[src/rtl/obstacle_avoid_scan_turn_fsm_core_defines.svh]
// ----------------------------------------------------------------------------
// Obstacle avoidance controller - assertion macros
// Shared concurrent assertion forms, sampled on clock and masked by reset.
// ----------------------------------------------------------------------------
`ifndef OBSTACLE_AVOID_SCAN_TURN_FSM_CORE_DEFINES_SVH
`define OBSTACLE_AVOID_SCAN_TURN_FSM_CORE_DEFINES_SVH

// same-cycle implication
`define OAST_ASSERT_IMPL(lbl, ante, cons) \
   lbl: assert property (@(posedge clock) disable iff (reset) (ante) |-> (cons)) \
      else $error("oast assertion failed");

// next-cycle implication
`define OAST_ASSERT_NEXT(lbl, ante, cons) \
   lbl: assert property (@(posedge clock) disable iff (reset) (ante) |=> (cons)) \
      else $error("oast assertion failed");

`endif

[src/rtl/oast_pkg.sv]
// ----------------------------------------------------------------------------
// Obstacle avoidance controller - package
// Mode, motor and servo codes, register map and shared word types.
// ----------------------------------------------------------------------------
package oast_pkg;

   localparam int TIME_WIDTH_DEF = 32;
   localparam int DIST_WIDTH_DEF = 16;

   localparam int MODE_W  = 3;
   localparam int MOTOR_W = 3;
   localparam int SERVO_W = 2;
   localparam int THR_W   = 15;
   localparam int DUR_W   = 16;

   localparam logic [MODE_W-1:0] MODE_FWD    = 3'd0;
   localparam logic [MODE_W-1:0] MODE_BACK   = 3'd1;
   localparam logic [MODE_W-1:0] MODE_SCANL  = 3'd2;
   localparam logic [MODE_W-1:0] MODE_SCANR  = 3'd3;
   localparam logic [MODE_W-1:0] MODE_DECIDE = 3'd4;
   localparam logic [MODE_W-1:0] MODE_TURNL  = 3'd5;
   localparam logic [MODE_W-1:0] MODE_TURNR  = 3'd6;

   localparam logic [MOTOR_W-1:0] MOT_NONE  = 3'd0;
   localparam logic [MOTOR_W-1:0] MOT_STOP  = 3'd1;
   localparam logic [MOTOR_W-1:0] MOT_FWD   = 3'd2;
   localparam logic [MOTOR_W-1:0] MOT_BACK  = 3'd3;
   localparam logic [MOTOR_W-1:0] MOT_LEFT  = 3'd4;
   localparam logic [MOTOR_W-1:0] MOT_RIGHT = 3'd5;

   localparam logic [SERVO_W-1:0] SRV_NONE   = 2'd0;
   localparam logic [SERVO_W-1:0] SRV_CENTER = 2'd1;
   localparam logic [SERVO_W-1:0] SRV_LEFT   = 2'd2;
   localparam logic [SERVO_W-1:0] SRV_RIGHT  = 2'd3;

   localparam logic DIR_LEFT  = 1'b0;
   localparam logic DIR_RIGHT = 1'b1;

   localparam int CSR_INDEX_W = 3;
   localparam int CSR_DATA_W  = 16;

   localparam logic [CSR_INDEX_W-1:0] CSR_SAFE   = 3'd0;
   localparam logic [CSR_INDEX_W-1:0] CSR_HYST   = 3'd1;
   localparam logic [CSR_INDEX_W-1:0] CSR_BACKUP = 3'd2;
   localparam logic [CSR_INDEX_W-1:0] CSR_SETTLE = 3'd3;
   localparam logic [CSR_INDEX_W-1:0] CSR_QUARTER = 3'd4;
   localparam logic [CSR_INDEX_W-1:0] CSR_HALF   = 3'd5;

   localparam int RSP_DATA_W = 16;

   typedef struct packed {
      logic [THR_W-1:0] safe_distance;
      logic [THR_W-1:0] hysteresis_margin;
      logic [DUR_W-1:0] backup_time;
      logic [DUR_W-1:0] settle_time;
      logic [DUR_W-1:0] quarter_turn_time;
      logic [DUR_W-1:0] half_turn_time;
   } cfg_type;

   localparam cfg_type CFG_RESET = '{
      safe_distance:     15'd320,
      hysteresis_margin: 15'd80,
      backup_time:       16'd500,
      settle_time:       16'd300,
      quarter_turn_time: 16'd500,
      half_turn_time:    16'd1000
   };

   // motor_cmd sits in the lowest bits
   typedef struct packed {
      logic               last_direction;
      logic [MODE_W-1:0]  mode_now;
      logic [SERVO_W-1:0] servo_cmd;
      logic [MOTOR_W-1:0] motor_cmd;
   } rsp_type;

endpackage

[src/rtl/oast_step.sv]
// ----------------------------------------------------------------------------
// Obstacle avoidance controller - step logic
// Next mode, timers, scan ranges and motor/servo commands for one update.
// ----------------------------------------------------------------------------
module oast_step #(
   parameter int TIME_WIDTH = oast_pkg::TIME_WIDTH_DEF,
   parameter int DIST_WIDTH = oast_pkg::DIST_WIDTH_DEF
) (
   input  logic [oast_pkg::MODE_W-1:0] mode,
   input  logic                        last_turn,
   input  logic [TIME_WIDTH-1:0]       timer_start,
   input  logic [oast_pkg::DUR_W-1:0]  turn_time,
   input  logic [DIST_WIDTH-2:0]       left_range,
   input  logic [DIST_WIDTH-2:0]       right_range,
   input  oast_pkg::cfg_type           cfg,
   input  logic [TIME_WIDTH-1:0]       now_ms,
   input  logic [DIST_WIDTH-1:0]       raw_distance,
   input  logic [DIST_WIDTH-1:0]       filtered_distance,
   output logic [oast_pkg::MODE_W-1:0] mode_in,
   output logic                        last_turn_in,
   output logic [TIME_WIDTH-1:0]       timer_start_in,
   output logic [oast_pkg::DUR_W-1:0]  turn_time_in,
   output logic [DIST_WIDTH-2:0]       left_range_in,
   output logic [DIST_WIDTH-2:0]       right_range_in,
   output oast_pkg::rsp_type           rsp
);
   import oast_pkg::*;

   localparam int RNG_W = DIST_WIDTH - 1;
   localparam int CMP_W = ((RNG_W > THR_W) ? RNG_W : THR_W) + 1;

   logic [TIME_WIDTH-1:0] elapsed;
   logic                  back_done;
   logic                  settle_done;
   logic                  turn_done;
   logic [RNG_W-1:0]      filt_clamp;
   logic [CMP_W-1:0]      left_x;
   logic [CMP_W-1:0]      right_x;
   logic [CMP_W-1:0]      safe_x;
   logic [CMP_W-1:0]      hyst_x;
   logic [CMP_W-1:0]      raw_x;
   logic                  raw_block;
   logic                  left_blk;
   logic                  right_blk;
   logic                  left_wide;
   logic                  right_wide;
   logic                  dir;
   logic [DUR_W-1:0]      dur;
   logic [MOTOR_W-1:0]    motor;
   logic [SERVO_W-1:0]    servo;

   assign elapsed     = now_ms - timer_start;
   assign back_done   = elapsed >= TIME_WIDTH'(cfg.backup_time);
   assign settle_done = elapsed >= TIME_WIDTH'(cfg.settle_time);
   assign turn_done   = elapsed >= TIME_WIDTH'(turn_time);

   // invalid scan reading counts as zero range
   assign filt_clamp = filtered_distance[DIST_WIDTH-1] ? '0 : filtered_distance[RNG_W-1:0];

   assign left_x  = CMP_W'(left_range);
   assign right_x = CMP_W'(right_range);
   assign safe_x  = CMP_W'(cfg.safe_distance);
   assign hyst_x  = CMP_W'(cfg.hysteresis_margin);
   assign raw_x   = CMP_W'(raw_distance[RNG_W-1:0]);

   assign raw_block  = raw_distance[DIST_WIDTH-1] || (raw_x <= safe_x);
   assign left_blk   = left_x < safe_x;
   assign right_blk  = right_x < safe_x;
   assign left_wide  = {1'b0, left_x} > ({1'b0, right_x} + {1'b0, hyst_x});
   assign right_wide = {1'b0, right_x} > ({1'b0, left_x} + {1'b0, hyst_x});

   always_comb begin
      dur = cfg.quarter_turn_time;
      if (left_blk && right_blk) begin
         dir = ~last_turn;
         dur = cfg.half_turn_time;
      end else if (left_blk) begin
         dir = DIR_RIGHT;
      end else if (right_blk) begin
         dir = DIR_LEFT;
      end else if (left_wide) begin
         dir = DIR_LEFT;
      end else if (right_wide) begin
         dir = DIR_RIGHT;
      end else begin
         dir = ~last_turn;
      end
   end

   always_comb begin
      mode_in        = mode;
      last_turn_in   = last_turn;
      timer_start_in = timer_start;
      turn_time_in   = turn_time;
      left_range_in  = left_range;
      right_range_in = right_range;
      motor          = MOT_NONE;
      servo          = SRV_NONE;
      case (mode)
         MODE_BACK: begin
            motor = MOT_BACK;
            if (back_done) begin
               motor          = MOT_STOP;
               servo          = SRV_LEFT;
               timer_start_in = now_ms;
               mode_in        = MODE_SCANL;
            end
         end
         MODE_SCANL: begin
            if (settle_done) begin
               left_range_in  = filt_clamp;
               servo          = SRV_RIGHT;
               timer_start_in = now_ms;
               mode_in        = MODE_SCANR;
            end
         end
         MODE_SCANR: begin
            if (settle_done) begin
               right_range_in = filt_clamp;
               servo          = SRV_CENTER;
               mode_in        = MODE_DECIDE;
            end
         end
         MODE_DECIDE: begin
            last_turn_in   = dir;
            turn_time_in   = dur;
            timer_start_in = now_ms;
            mode_in        = (dir == DIR_RIGHT) ? MODE_TURNR : MODE_TURNL;
         end
         MODE_TURNL, MODE_TURNR: begin
            motor = (mode == MODE_TURNL) ? MOT_LEFT : MOT_RIGHT;
            if (turn_done) begin
               motor   = MOT_STOP;
               mode_in = MODE_FWD;
            end
         end
         default: begin
            servo   = SRV_CENTER;
            motor   = MOT_FWD;
            mode_in = MODE_FWD;
            if (raw_block) begin
               motor          = MOT_STOP;
               timer_start_in = now_ms;
               mode_in        = MODE_BACK;
            end
         end
      endcase
   end

   assign rsp.motor_cmd      = motor;
   assign rsp.servo_cmd      = servo;
   assign rsp.mode_now       = mode_in;
   assign rsp.last_direction = last_turn_in;

endmodule

[src/rtl/obstacle_avoid_scan_turn_fsm_core.sv]
// ----------------------------------------------------------------------------
// Obstacle avoidance controller - top level
// Drive, back off, scan both sides and turn; one command word per update.
//
//   channel | dir | handshake          | content
//   req     | in  | req_tvalid/tready  | now_ms, raw_distance, filtered_distance
//   rsp     | out | rsp_tvalid/tready  | motor_cmd, servo_cmd, mode_now, last_direction
//   csr     | in  | csr_valid/ready    | csr_index, csr_data
//
// One word per cycle while rsp is not stalled; rsp_tvalid rises once the word
// has passed the input register and the step logic into the result register.
// Mode and timer state advance when a word moves into the result register.
// A stalled rsp holds the result and, with the input register full, stalls req.
// csr_ready is always high. Synchronous reset restores defaults, no sweep.
// ----------------------------------------------------------------------------
module obstacle_avoid_scan_turn_fsm_core #(
   parameter  int TIME_WIDTH = oast_pkg::TIME_WIDTH_DEF,
   parameter  int DIST_WIDTH = oast_pkg::DIST_WIDTH_DEF,
   localparam int REQ_DATA_W = ((TIME_WIDTH + 2 * DIST_WIDTH + 7) / 8) * 8
) (
   input  logic                             clock,
   input  logic                             reset,
   input  logic                             req_tvalid,
   output logic                             req_tready,
   // now_ms, raw_distance, filtered_distance, zero pad
   input  logic [REQ_DATA_W-1:0]            req_tdata,
   output logic                             rsp_tvalid,
   input  logic                             rsp_tready,
   // motor_cmd, servo_cmd, mode_now, last_direction, zero pad
   output logic [oast_pkg::RSP_DATA_W-1:0]  rsp_tdata,
   input  logic                             csr_valid,
   output logic                             csr_ready,
   input  logic [oast_pkg::CSR_INDEX_W-1:0] csr_index,
   input  logic [oast_pkg::CSR_DATA_W-1:0]  csr_data
);
   import oast_pkg::*;

`include "obstacle_avoid_scan_turn_fsm_core_defines.svh"

   logic                  in_valid_ff;
   logic                  in_valid_in;
   logic [TIME_WIDTH-1:0] in_now_ff;
   logic [DIST_WIDTH-1:0] in_raw_ff;
   logic [DIST_WIDTH-1:0] in_filt_ff;
   logic                  out_valid_ff;
   logic                  out_valid_in;
   rsp_type               out_ff;
   rsp_type               out_in;

   logic [MODE_W-1:0]     mode_ff;
   logic [MODE_W-1:0]     mode_in;
   logic                  last_turn_ff;
   logic                  last_turn_in;
   logic [TIME_WIDTH-1:0] timer_start_ff;
   logic [TIME_WIDTH-1:0] timer_start_in;
   logic [DUR_W-1:0]      turn_time_ff;
   logic [DUR_W-1:0]      turn_time_in;
   logic [DIST_WIDTH-2:0] left_range_ff;
   logic [DIST_WIDTH-2:0] left_range_in;
   logic [DIST_WIDTH-2:0] right_range_ff;
   logic [DIST_WIDTH-2:0] right_range_in;

   cfg_type               cfg_ff;
   cfg_type               cfg_in;

   logic                  req_take;
   logic                  advance;
   logic                  commit;

   assign advance    = !out_valid_ff || rsp_tready;
   assign commit     = in_valid_ff && advance;
   assign req_tready = !in_valid_ff || advance;
   assign req_take   = req_tvalid && req_tready;
   assign csr_ready  = 1'b1;

   assign in_valid_in  = req_take || (in_valid_ff && !commit);
   assign out_valid_in = commit || (out_valid_ff && !rsp_tready);

   always_comb begin
      cfg_in = cfg_ff;
      if (csr_valid) begin
         case (csr_index)
            CSR_SAFE:    cfg_in.safe_distance     = csr_data[THR_W-1:0];
            CSR_HYST:    cfg_in.hysteresis_margin = csr_data[THR_W-1:0];
            CSR_BACKUP:  cfg_in.backup_time       = csr_data[DUR_W-1:0];
            CSR_SETTLE:  cfg_in.settle_time       = csr_data[DUR_W-1:0];
            CSR_QUARTER: cfg_in.quarter_turn_time = csr_data[DUR_W-1:0];
            CSR_HALF:    cfg_in.half_turn_time    = csr_data[DUR_W-1:0];
            default:     cfg_in = cfg_ff;
         endcase
      end
   end

   oast_step #(
      .TIME_WIDTH (TIME_WIDTH),
      .DIST_WIDTH (DIST_WIDTH)
   ) u_step (
      .mode              (mode_ff),
      .last_turn         (last_turn_ff),
      .timer_start       (timer_start_ff),
      .turn_time         (turn_time_ff),
      .left_range        (left_range_ff),
      .right_range       (right_range_ff),
      .cfg               (cfg_ff),
      .now_ms            (in_now_ff),
      .raw_distance      (in_raw_ff),
      .filtered_distance (in_filt_ff),
      .mode_in           (mode_in),
      .last_turn_in      (last_turn_in),
      .timer_start_in    (timer_start_in),
      .turn_time_in      (turn_time_in),
      .left_range_in     (left_range_in),
      .right_range_in    (right_range_in),
      .rsp               (out_in)
   );

   always_ff @(posedge clock) begin
      if (reset) begin
         in_valid_ff    <= 1'b0;
         out_valid_ff   <= 1'b0;
         cfg_ff         <= CFG_RESET;
         mode_ff        <= MODE_FWD;
         last_turn_ff   <= DIR_RIGHT;
         timer_start_ff <= '0;
         turn_time_ff   <= '0;
         left_range_ff  <= '0;
         right_range_ff <= '0;
      end else begin
         in_valid_ff  <= in_valid_in;
         out_valid_ff <= out_valid_in;
         cfg_ff       <= cfg_in;
         if (commit) begin
            mode_ff        <= mode_in;
            last_turn_ff   <= last_turn_in;
            timer_start_ff <= timer_start_in;
            turn_time_ff   <= turn_time_in;
            left_range_ff  <= left_range_in;
            right_range_ff <= right_range_in;
         end
      end
   end

   always_ff @(posedge clock) begin
      if (req_take) begin
         in_now_ff  <= req_tdata[TIME_WIDTH-1:0];
         in_raw_ff  <= req_tdata[TIME_WIDTH +: DIST_WIDTH];
         in_filt_ff <= req_tdata[TIME_WIDTH + DIST_WIDTH +: DIST_WIDTH];
      end
      if (commit) begin
         out_ff <= out_in;
      end
   end

   assign rsp_tvalid = out_valid_ff;
   assign rsp_tdata  = RSP_DATA_W'(out_ff);

   `OAST_ASSERT_IMPL(a_rsp_matches_state, out_valid_ff, (out_ff.mode_now == mode_ff) && (out_ff.last_direction == last_turn_ff))
   `OAST_ASSERT_IMPL(a_turn_dir_agrees, out_valid_ff && (out_ff.mode_now == MODE_TURNL || out_ff.mode_now == MODE_TURNR), out_ff.last_direction == (out_ff.mode_now == MODE_TURNR))
   `OAST_ASSERT_IMPL(a_obstacle_centres, out_valid_ff && out_ff.mode_now == MODE_BACK && out_ff.motor_cmd == MOT_STOP, out_ff.servo_cmd == SRV_CENTER)
   `OAST_ASSERT_NEXT(a_dir_only_on_turn, commit, (last_turn_ff == $past(last_turn_ff)) || mode_ff == MODE_TURNL || mode_ff == MODE_TURNR)

endmodule

[config.mk]
export PLATFORM = sky130hd
export DESIGN_NAME = obstacle_avoid_scan_turn_fsm_core
export DESIGN_NICKNAME = d
export VERILOG_FILES = /design/src/rtl/oast_pkg.sv /design/src/rtl/oast_step.sv /design/src/rtl/obstacle_avoid_scan_turn_fsm_core.sv
export VERILOG_INCLUDE_DIRS = /design/src /design/src/rtl
export SDC_FILE = /design/constraint.sdc
export NUM_CORES = 1
export LEC_CHECK = 0
export BUFFER_PORTS_ARGS = -buffer_cell sky130_fd_sc_hd__buf_4
export CORE_MARGIN = 4
export CORE_UTILIZATION = 60
export CTS_CLUSTER_SIZE = 10
export DETAILED_ROUTE_END_ITERATION = 7
export PLACE_DENSITY = 0.88
export SLEW_MARGIN = 20
export SYNTH_ARGS = -nofsm -noshare
export SYNTH_HDL_FRONTEND = slang
export SYNTH_SLANG_ARGS = --single-unit
[constraint.sdc]
create_clock -name clock -period 6.7 [get_ports clock]
set_clock_uncertainty 0.15 [all_clocks]
set_input_delay 1.34 -clock clock [delete_from_list [all_inputs] [get_ports clock]]
set_output_delay 1.34 -clock clock [all_outputs]
set_load 0.05 [all_outputs]
After elaboration in Yosys (flattened, before gate mapping)
Index checks and enable logic that the tools add are counted.

storage, ports and cells
  register bits = 251
  latch bits = 0
  memory bits (writable) = 0
  bits in read-only memories = 0
  memories = 0

operators by class
  add/sub/neg operators = 3
  multipliers = 0
  div/mod/pow operators = 0
  $lt $le $gt $ge = 8
  equal/unequal tests = 13
  shift-type cells = 0
  muxes and demuxes = 28
  bitwise gates (word level) = 2
  reduce and logical (&&, ||, !) cells = 30

operator list
  operator                                        count
  case mux 32 bit (4 select lines)                1
  >= comparator 32 x 16 -> 1 bit                  3
  2-to-1 mux 32 bit                               3
  greater-than comparator 15 x 17 -> 1 bit        2
  adder 15 x 15 -> 16 bit                         2
  subtractor 32 bit                               1
  < comparator 15 bit                             2
  2-to-1 mux 16 bit                               1
  == test 3 bit (second input constant)           5
  <= comparator 15 bit                            1
  2-to-1 mux 15 bit                               1
  2-to-1 mux 3 bit                                5
  case mux 3 bit (5 select lines)                 1
  AND reduction 2 bit                             7
  == test 3 x 2 -> 1 bit (second input constant)  4
  2-to-1 mux 2 bit                                5
  2-to-1 mux 1 bit                                9
  case mux 3 bit (3 select lines)                 1
  OR reduction 3 bit                              3
  case mux 2 bit (4 select lines)                 1
  == test 3 x 1 -> 1 bit (second input constant)  2
  AND reduction 3 bit                             2
  logical AND 1 bit                               5
  logical OR 1 bit                                5
  other kinds (7)                                 12

Depth between registers and ports, before layout
Gate-level depths: netlist (run 1).

  depth in word-level cells = 9
  gate-level depth with buffers = 25
  mapped depth without buffers = 25

Modules after synthesis
Synthesis (run 1) repeated with hierarchy kept, for this count alone.

unflattened totals
  cell total of the unflattened synthesis = 1927
  area, all modules = 17256.6 um^2

by module, submodules not included
  module                             instances  cells each  area each (um^2)  seq. area each (um^2)
  obstacle_avoid_scan_turn_fsm_core  1          851         9257.6            5755.5
  oast_step                          1          1076        7998.9            0.0

Least setup slack after synthesis (run 1)
Ideal clock, no wire load.

  kind = register -> register
  start = register right_range_ff[0]
  end = register out_ff (netlist bit rsp_tdata[6]) (data pin)
  setup time = 0.265 ns
  arrival time = 4.273 ns
  required time = 6.285 ns
  slack = 2.012 ns
  stages on the path, launching flop included = 25
  buffers on the path = 0
  cells stage by stage = dfxtp_1 > ha_1 > inv_1 > fa_1 > nor2b_1 > o21ai_0 > a21oi_1 > o21ai_0 > a21oi_1 > o21ai_0 > a21oi_1 > o21ai_0 > a21oi_1 > and4_1 > nor3_1 > ha_1 > nand4_1 > nor3_1 > o21ai_0 > o21ai_0 > nor3_1 > a2111oi_0 > nor3_1 > and3_1 > or3_1

between the ends
  longest elaborated chain between the ends = 8

ends and longest elaborated chain
  element                                                                                     RTL line                                  source
  from (decl)                                                                                 obstacle_avoid_scan_turn_fsm_core.sv:60   logic [DIST_WIDTH-2:0] right_range_ff;
  from (signal assigned)                                                                      obstacle_avoid_scan_turn_fsm_core.sv:138  right_range_ff <= right_range_in;
  adder 15 x 15 -> 16 bit / greater-than comparator 15 x 17 -> 1 bit (equally long branches)  oast_step.sv:69, oast_step.sv:70
  greater-than comparator 15 x 17 -> 1 bit / 2-to-1 mux 1 bit (equally long branches)         oast_step.sv:69, oast_step.sv:83
  2-to-1 mux 1 bit                                                                            oast_step.sv:81                           end else if (left_wide) begin
  2-to-1 mux 1 bit                                                                            oast_step.sv:79                           end else if (right_blk) begin
  2-to-1 mux 1 bit                                                                            oast_step.sv:77                           end else if (left_blk) begin
  2-to-1 mux 1 bit *                                                                          oast_step.sv:74                           if (left_blk && right_blk) begin
  2-to-1 mux 2 bit *                                                                          oast_step.sv:128                          mode_in = (dir == DIR_RIGHT) ? MODE_TURNR : MODE_TURNL;
  case mux 3 bit (5 select lines) *                                                           oast_step.sv:99                           case (mode)
  via mode_in[1]                                                                              obstacle_avoid_scan_turn_fsm_core.sv:51   logic [MODE_W-1:0] mode_in;
  to (signal assigned)                                                                        obstacle_avoid_scan_turn_fsm_core.sv:150  out_ff <= out_in;
  to (decl)                                                                                   obstacle_avoid_scan_turn_fsm_core.sv:47   rsp_type out_ff;

The timed path passes the listed nets; every way through them passes the cells marked *.
A chain may end at the register's enable or synchronous reset.

Worst setup path after layout (run 1)
Same ends and word-level chain as after synthesis.

==> flow_summary.toml, run 1 <==
[outcome]
status = "finished clean"

[clocking]
clock_insertion_delay_worst_skew_ns = 0.56
cts_root_buf = "sky130_fd_sc_hd__clkbuf_16"
clock_sinks = 251
number_of_buffers_created_by_cts = 30
cts_resized = 0
clk_path_buf_depth = 3
clkTransAtPathRegs_ns = 0.06
cts-htree-levels = 1
cts_setup_buffers = 0
hold_buffers = 0
cts_tree = "yes"

[global_route]
globalRouteOverflowTotal = 0
pin_count_of_the_biggest_net_entering_global_routing = 71
grt_pass1_vias = 13484
grt_first_pass_wirelength_um = 67700
globalRouteTotalUtil_pct = 28.7
grt_antenna_before_repair = 2

[sta]
finalCritPeriodShare_pct = 83.1
max_freq_ghz = 0.180
final-hold-violation-count = 0
post_route_setup_tns_ns = 0
timing_max_transition_violations_final = 0
worst_slew_pin_slew_ns = 1.04
final-setup-viol-count = 0
maxSlewHeadroom_pct = 30.8
min_period_ns = 5.57
rsz_0062_raised_after_global_routing = "false"

[hold_path]
hold_class = "flop to flop"

[place]
postPlaceCellArea_um2 = 16400
detailedPlacementHpwl_um = 31700
port_buffers = 98
place_congestion = 0.947

[synthesis]
synth-edff-count = 73
netlist.top_cell.by_area = "sky130_fd_sc_hd__dfxtp_1"
top_area_cell_type_share_of_the_netlist_area_pct = 22.8
mappedNetlistArea_um2 = 15600
synth_common_cells = "sky130_fd_sc_hd__nand2_1, sky130_fd_sc_hd__a21oi_1, sky130_fd_sc_hd__ha_1, sky130_fd_sc_hd__dfxtp_1, sky130_fd_sc_hd__inv_1"
post_synth_num_cell_types = 75
largest_cells_by_area_after_synthesis = "sky130_fd_sc_hd__dfxtp_1, sky130_fd_sc_hd__ha_1, sky130_fd_sc_hd__edfxtp_1, sky130_fd_sc_hd__a21oi_1, sky130_fd_sc_hd__nand2_1"
synth-warning-count = 0
syn_area_per_cell_um2 = 8.61
yosys.cell_count.top_type = "sky130_fd_sc_hd__nand2_1"
top_reg_cell_synth = "sky130_fd_sc_hd__dfxtp_1"
async_reset_ff_share_pct = 0
syn_inst = 1813
synth.yosys.seq_area_share_pct = 36.9
ys_ff_latch = 251

[power_and_ir_drop]
design_power_total_mw = 3.82
vdd_drop_max_uv = 239
power_per_cell_area_nw_per_um2 = 221
p_leak_nw = 6.80

[setup_path]
critical_path_peak_fanout = 4
critical_path_required_ns = 6.85
worstSetupEndpointType = "flop"
most_used_cell_along_the_critical_path = "sky130_fd_sc_hd__o21ai_0"
arrival_ns = 5.72
cp_num_buf_inv = 1
cp_cell_sequence = "ha_1, inv_1, fa_1, nor2b_1, o21ai_0, a21oi_1, o21ai_0, a21oi_1, o21ai_0, a21oi_1, o21ai_0, a21oi_1, and4_1, nor3_1, ha_1, nand4_1, nor3_1, o21ai_0, o21ai_0, nor3_1, a2111oi_0, nor3_1, and3_1, or3_1"
worst_path_dominant_cell_family = "compound AO/OA/AOI/OAI gates"
path_class = "flop to flop"
start_kind = "flop"
cpPeakStageDelay_ns = 0.52
timing.critical_path.slowest_stage_cell = "sky130_fd_sc_hd__a2111oi_0"

[final_layout]
antenna-diode-count = 0
num-fill-cells = 2014
syn2layout_area_growth_pct = 11.0
ff_latch_area_um2 = 5760
postLayoutCellArea_um2 = 17300
final_util_pct = 68.2
multi_input_comb_area_um2 = 8970
final_net_count = 2138
drive_gt1_share_pct = 10.7

[detailed_routing]
totalWireLength_um = 42600
drc = 0
antenna_violating_nets_post_route = 0
routed_via_density = 6.30
detailroute.via_count = 13932
detailedRoute.firstIterationViolations = 1378
wire_per_inst_um = 19.3
first_pass_iters = 5

[floorplanning]
chipHeight_um = 169
core_region_area_um2 = 25400
die-area_um2 = 28600
design.portCount = 107
chipWidth_um = 169
placement_rows = 58
floorplan.initialDensity_pct = 61.4

[job]
max_cap_violations = 0
-- area by class of cell --
cell class / count / share of cell area, %
multi-input cells: 1342 / 51.8
clock buffers: 47 / 4.89
inverters: 131 / 2.84
well taps: 330 / 2.38
repair buffers: 109 / 4.73
flip-flops and latches: 251 / 33.2
clock inverters: 3 / 0.108
-- worst min-delay path: stages (launching register included) --
cell and delay, ns:
sky130_fd_sc_hd__dfxtp_1 0.31, sky130_fd_sc_hd__nand2_1 0.05, sky130_fd_sc_hd__a21oi_1 0.05
-- metal layers --
metal | up-vias | part of all wire (%) | track usage, %
li1 | 6609 | - | -
met1 | 6655 | 43 | 39.8
met2 | 574 | 46 | 46.6
met3 | 90 | 8.4 | 4.94
met4 | 4 | 2.5 | 8.02
met5 | - | 0.056 | 0
-- kinds of logic (layout without fill, tap and decap cells) --
kind of cell    count (synthesis)  in the layout  share of synthesized area (%)
other cells                     2              8                         0.0481
simple gates                  569            569                           17.8
fa+ha+maj                     185            185                           15.0
xor+xnor                       39             39                           2.19
flops                         251            251                           36.9
mux                            22             22                           1.42
compound gates                519            519                           20.8
buf+inv                       226            290                           5.84
-- final timing paths --
kind,startpoint,endpoint,slack [ns],cells after the start
setup / recovery,right_range_ff[0]$_SDFFE_PP0P_,rsp_tdata[6]$_DFFE_PP_,1.13,24
hold / removal,cfg_ff[17]$_SDFFE_PP0P_,cfg_ff[17]$_SDFFE_PP0P_,0.30,2
setup reg to reg,right_range_ff[0]$_SDFFE_PP0P_,rsp_tdata[6]$_DFFE_PP_,1.13,24
hold reg to reg,cfg_ff[17]$_SDFFE_PP0P_,cfg_ff[17]$_SDFFE_PP0P_,0.30,2
-- flip-flops by register name (all words and copies together), names as in the netlist --
name            count
cfg_ff             94
in_filt_ff         16
in_now_ff          32
in_raw_ff          16
in_valid_ff         1
last_turn_ff        1
left_range_ff      15
mode_ff             3
right_range_ff     15
rsp_tdata           9
rsp_tvalid          1
timer_start_ff     32
turn_time_ff       16
-- report_power, final --
group	leakage (nW)	switching [mW]	total [mW]	internal [mW]
clock network	0.419	0.622	1.48	0.854
logic	4.23	0.425	0.688	0.263
registers	2.15	0.0352	1.66	1.62
-- cells in the final DEF (no fill, tap or decap), types with 32 or more instances in the layout --
cell                       netlist  final
sky130_fd_sc_hd__nand2_1       237    237
sky130_fd_sc_hd__a21oi_1       200    200
sky130_fd_sc_hd__ha_1          182    182
sky130_fd_sc_hd__dfxtp_1       178    178
sky130_fd_sc_hd__inv_1         130    130
sky130_fd_sc_hd__buf_4           8    109
sky130_fd_sc_hd__o21ai_0        82     82
sky130_fd_sc_hd__nand3_1        79     79
sky130_fd_sc_hd__nor2_1         81     78
sky130_fd_sc_hd__edfxtp_1       73     73
sky130_fd_sc_hd__a21o_1         43     43
sky130_fd_sc_hd__a21oi_2        32     32
-- stage by stage --
stage / setup WS [ns] / instances / hold WS [ns]
2_1_floorplan: 2.01 / 1819 / 0.286
3_3_place_gp: 1.46 / 2163 / 0.290
3_5_place_dp: 1.29 / 2163 / 0.296
4_1_cts: 1.24 / 2213 / 0.304
5_1_grt: 0.595 / 2213 / 0.328
6_report: 1.13 / 2213 / 0.305
No activity file was read; power rests on OpenSTA's default activity.
==> run 2, diff against run 1 <==
- clock period: 6.7 -> 5.8 ns (I/O delays scaled with it)
==> flow_summary.toml, run 2 (same netlist as run 1, synthesis figures left out) <==
[power_and_ir_drop]
p_leak_nw = 6.82
design_power_total_mw = 4.43
vdd_drop_max_uv = 237
power_per_cell_area_nw_per_um2 = 255

[detailed_routing]
wire_per_inst_um = 19.2
detailedRoute.firstIterationViolations = 1668
antenna_violating_nets_post_route = 0
first_pass_iters = 5
drc = 0
totalWireLength_um = 42500
routed_via_density = 6.28
detailroute.via_count = 13889

[outcome]
status = "finished clean"

[sta]
final-setup-viol-count = 0
min_period_ns = 5.35
timing_max_transition_violations_final = 0
max_freq_ghz = 0.187
final-hold-violation-count = 0
final.hold.worst_slack_ns = 0.303
finalCritPeriodShare_pct = 92.3
maxSlewHeadroom_pct = 27.7
worst_slew_pin_slew_ns = 1.08
rsz_0062_raised_after_global_routing = "false"
post_route_setup_tns_ns = 0

[setup_path]
cp_num_buf_inv = 1
critical_path_peak_fanout = 4
timing.critical_path.slowest_stage_cell = "sky130_fd_sc_hd__fa_1"
ff2ff_setup_slack_ns = 0.45
critical_path_required_ns = 6.09
worstSetupEndpointType = "flop"
arrival_ns = 5.64
path_class = "flop to flop"
start_kind = "flop"
cpPeakStageDelay_ns = 0.39
most_used_cell_along_the_critical_path = "sky130_fd_sc_hd__o21ai_0"
worst_path_dominant_cell_family = "compound AO/OA/AOI/OAI gates"

[final_layout]
num-fill-cells = 1971
final_net_count = 2138
mostFrequentLayoutCell = "sky130_fd_sc_hd__nand2_1"
drive_gt1_share_pct = 10.9
flip_flop_count_of_the_largest_register_all_copies_and_words_added = 94
ff_latch_area_um2 = 5760
antenna-diode-count = 0
regMostFlops = "cfg_ff"
top_regs = "cfg_ff (94), in_now_ff (32), timer_start_ff (32)"
layout_common_cells = "sky130_fd_sc_hd__nand2_1, sky130_fd_sc_hd__a21oi_1, sky130_fd_sc_hd__ha_1"
multi_input_comb_area_um2 = 8980
syn2layout_area_growth_pct = 11.4

[floorplanning]
chipHeight_um = 169
die-area_um2 = 28600
core_region_area_um2 = 25400
chipWidth_um = 169
floorplan.initialDensity_pct = 61.4
design.portCount = 107
placement_rows = 58

[global_route]
grt_pass1_vias = 13001
globalRouteOverflowTotal = 0
globalRouteTotalUtil_pct = 28.4
grt_antenna_before_repair = 0
grt_first_pass_wirelength_um = 67300
pin_count_of_the_biggest_net_entering_global_routing = 153

[clocking]
cts_setup_buffers = 0
clkTransAtPathRegs_ns = 0.06
clock_insertion_delay_worst_skew_ns = 0.55
number_of_buffers_created_by_cts = 30
cts_root_buf = "sky130_fd_sc_hd__clkbuf_16"
cts-htree-levels = 1
cts_tree = "yes"
clock_sinks = 251
hold_buffers = 0
clk_path_buf_depth = 3

[place]
port_buffers = 98
detailedPlacementHpwl_um = 31000
place_congestion = 0.955

[job]
max_cap_violations = 0

[hold_path]
hold_class = "flop to flop"
==> run 2: cell count changes in the layout (fill, tap and decap cells not counted) <==
cell	change
sky130_fd_sc_hd__a2111oi_0	-1
sky130_fd_sc_hd__clkinv_2	-1
sky130_fd_sc_hd__inv_6	-1
sky130_fd_sc_hd__buf_12	+2
sky130_fd_sc_hd__a21oi_2	+1
sky130_fd_sc_hd__clkbuf_1	-3
sky130_fd_sc_hd__clkinvlp_4	+1
sky130_fd_sc_hd__a2111oi_2	+1
sky130_fd_sc_hd__buf_4	-2
sky130_fd_sc_hd__a21oi_1	-1
sky130_fd_sc_hd__clkbuf_8	+3
==> run 2: path summary, 6_finish.rpt <==
path,startpoint,end,depth (start not counted)
worst max-delay path,right_range_ff[0]$_SDFFE_PP0P_,mode_ff[0]$_SDFFE_PP0P_,25
worst max register to register,right_range_ff[0]$_SDFFE_PP0P_,mode_ff[0]$_SDFFE_PP0P_,25
worst min register to register,cfg_ff[47]$_SDFFE_PP0P_,cfg_ff[47]$_SDFFE_PP0P_,2
worst min-delay path,cfg_ff[47]$_SDFFE_PP0P_,cfg_ff[47]$_SDFFE_PP0P_,2
==> run 2: layout make-up <==
class	instances	share of cell area, %
multi-input cells	1342	51.7
flip-flops and latches	251	33.1
clock buffers	47	5.04
repair buffers	109	4.85
inverters	131	2.83
well taps	330	2.38
clock inverters	2	0.0720
==> run 2: power breakdown <==
part | internal (mW) | switching (mW)
logic | 0.306 | 0.489
registers | 1.87 | 0.0422
clock network | 1.02 | 0.702
total | 3.20 | 1.23
==> run 2: metrics by stage <==
| step | worst slack [ns] | cells | area (um^2) | util, % |
|---|---|---|---|---|
| after global placement | 0.508 | 2163 | 16500 | 64.9 |
| final | 0.447 | 2212 | 17400 | 68.4 |
| after detailed placement | 0.402 | 2163 | 16500 | 64.9 |
| after global routing | 0.0368 | 2212 | 17400 | 68.4 |
| after floorplan | 1.11 | 1819 | 15600 | - |
| after CTS | 0.333 | 2212 | 17400 | 68.4 |
==> run 2: repair_timing <==
| item | in CTS | in global routing |
|---|---|---|
| setup endpoints to repair | 0 | 5 |
| hold endpoints to repair | 0 | 0 |
| resized for setup | 0 | 3 |
==> run 2: worst min-delay path, stage by stage, from the launching register on <==
cell and delay, ns:
sky130_fd_sc_hd__dfxtp_1 0.31, sky130_fd_sc_hd__nand2_1 0.05, sky130_fd_sc_hd__a21oi_1 0.05
==> run 2: routing by layer <==
metal,global-route usage [%],share of wire [%],vias to the layer above,wire [um]
met5,0,0,-,0
li1,-,-,6598,-
met4,7.91,2.7,0,1160
met1,40.9,44,6641,18900
met2,45.5,45,564,19300
met3,3.52,7.5,86,3170
==> run 3, diff against run 2 <==
- CTS_BUF_LIST: default -> sky130_fd_sc_hd__clkbuf_4
- RECOVER_POWER: default -> 50
==> flow_summary.toml, run 3 (same netlist as run 1, synthesis figures left out) <==
[outcome]
status = "finished, violations left"
violations = "max-capacitance violations, max-slew violations"

[global_route]
grt_pass1_vias = 13337
grt_antenna_before_repair = 1
globalRouteTotalUtil_pct = 28.7
pin_count_of_the_biggest_net_entering_global_routing = 153
globalRouteOverflowTotal = 0
grt_first_pass_wirelength_um = 67600

[final_layout]
top_regs = "cfg_ff (94), in_now_ff (32), timer_start_ff (32)"
drive_gt1_share_pct = 13.2
flip_flop_count_of_the_largest_register_all_copies_and_words_added = 94
num-fill-cells = 2035
layout_common_cells = "sky130_fd_sc_hd__nand2_1, sky130_fd_sc_hd__a21oi_1, sky130_fd_sc_hd__ha_1"
final_net_count = 2174
syn2layout_area_growth_pct = 11.1
mostFrequentLayoutCell = "sky130_fd_sc_hd__nand2_1"
regMostFlops = "cfg_ff"
finish.cell_count_without_fillers = 2277

[setup_path]
cp_cell_sequence = "ha_1, inv_1, fa_1, nor2b_1, o21ai_0, a21oi_1, o21ai_0, a21oi_1, o21ai_0, a21oi_1, o21ai_0, a21oi_2, and4_1, nor3_1, ha_1, nand4_1, nor3_1, o21ai_0, o21ai_0, nor3_1, a2111oi_2, nor3_1, and3_1, or3_1"
most_used_cell_along_the_critical_path = "sky130_fd_sc_hd__o21ai_0"
cpPeakStageDelay_ns = 0.39
worstSetupEndpointType = "flop"
path_class = "flop to flop"
arrival_ns = 5.61
critical_path_required_ns = 6.06
timing.critical_path.slowest_stage_cell = "sky130_fd_sc_hd__fa_1"
start_kind = "flop"
critical_path_peak_fanout = 4

[clocking]
number_of_buffers_created_by_cts = 66
clock_insertion_delay_worst_skew_ns = 0.67
clkTransAtPathRegs_ns = 0.08
cts-htree-levels = 3
hold_buffers = 0
cts_root_buf = "sky130_fd_sc_hd__clkbuf_4"
cts_tree = "yes"
cts_resized = 0
clock_sinks = 251
clk_path_buf_depth = 3
cts_setup_buffers = 0

[place]
placed_cells_incl_taps = 2163
place_congestion = 0.955
port_buffers = 98
detailedPlacementHpwl_um = 31000
post-place-ws_ns = 0.402

[power_and_ir_drop]
power.net_switching_mw = 1.28
share_clk_of_total_power_pct = 38.0
power_per_cell_area_nw_per_um2 = 252
cell_internal_power_dissipation_mw = 3.08
combPwrFrac_pct = 18.1
seq_power_share_pct = 43.9
p_leak_nw = 6.85
vdd_drop_max_uv = 196
design_power_total_mw = 4.36
p_sw_share_pct = 29.4

[floorplanning]
placement_rows = 58
design.portCount = 107
floorplan.initialDensity_pct = 61.4
chipWidth_um = 169
core_region_area_um2 = 25400
chipHeight_um = 169
die-area_um2 = 28600

[detailed_routing]
detailroute.via_count = 14031
detailedRoute.firstIterationViolations = 1672
first_pass_iters = 5
totalWireLength_um = 42600
wire_per_inst_um = 18.7
antenna_violating_nets_post_route = 0
drc = 0
routed_via_density = 6.16

[sta]
finalCritPeriodShare_pct = 92.3
setup_slack_ns = 0.447
maxSlewHeadroom_pct = -136
final-setup-viol-count = 0
worst_slew_pin_slew_ns = 3.54
min_period_ns = 5.35
max_freq_ghz = 0.187
timing_max_transition_violations_final = 65
rsz_0062_raised_after_global_routing = "false"
post_route_setup_tns_ns = 0
final-hold-violation-count = 0

[job]
max_cap_violations = 1

[hold_path]
hold_class = "flop to flop"
-- run 3: cell types whose count changed in the layout (fill, tap and decap cells not counted), moves of 4 or more --
cell	change
sky130_fd_sc_hd__bufinv_16	+4
sky130_fd_sc_hd__clkbuf_16	-31
sky130_fd_sc_hd__clkinv_1	+13
sky130_fd_sc_hd__buf_4	-69
sky130_fd_sc_hd__clkbuf_4	+149
sky130_fd_sc_hd__clkbuf_8	-4
-- run 3: cell type report --
type,instances,area (um^2),area share [%]
timing repair buffer,109,802,4.63
clock inverter,22,199,1.15
clock buffer,91,683,3.94
multi-input combinational,1342,8980,51.8
sequential,251,5760,33.2
antenna,1,2.50,0.0144
tap,330,413,2.38
inverter,131,492,2.84
-- run 3: worst max-delay path, delay by kind of cell, from the launching register on --
| family | cells | cell delay [ns] |
|---|---|---|
| AOI/OAI and AO/OA | 11 | 1.99 |
| and+or+nand+nor | 9 | 1.61 |
| adders and majority gates | 3 | 0.88 |
| DFF | 1 | 0.37 |
| buffers and inverters | 1 | 0.06 |
-- run 3: per-layer routing --
metal,track usage [%],vias to the layer above,part of all wire [%]
met1,40.2,6639,44
met5,0,-,0
met4,10.7,0,3.2
met3,4.71,108,8.0
met2,45.0,584,45
li1,-,6700,-
-- run 3: power by group through the flow --
stage	sequential [mW]	clock, mW	combinational, mW
after global routing	1.92	1.79	0.866
after floorplan	1.94	0	0.543
after detailed placement	1.95	0	0.771
after global placement	1.95	0	0.745
after CTS	1.91	1.69	0.778
final	1.91	1.66	0.789
-- run 3: path summary, 6_finish.rpt --
check                                      start                 endpoint  slack, ns  cells past startpoint
setup / recovery  right_range_ff[0]$_SDFFE_PP0P_   rsp_tdata[6]$_DFFE_PP_       0.45                     24
hold / removal           cfg_ff[10]$_SDFFE_PP0P_  cfg_ff[10]$_SDFFE_PP0P_       0.30                      2
setup reg to reg  right_range_ff[0]$_SDFFE_PP0P_   rsp_tdata[6]$_DFFE_PP_       0.45                     24
hold reg to reg          cfg_ff[10]$_SDFFE_PP0P_  cfg_ff[10]$_SDFFE_PP0P_       0.30                      2
-- run 3: stage by stage --
step	hold slack, ns	util (%)	instance area (um^2)
floorplan	0.286	-	15600
global placement	0.290	64.9	16500
detailed placement	0.296	64.9	16500
CTS	0.305	68.3	17400
global route	0.324	68.2	17300
finish	0.305	68.2	17300
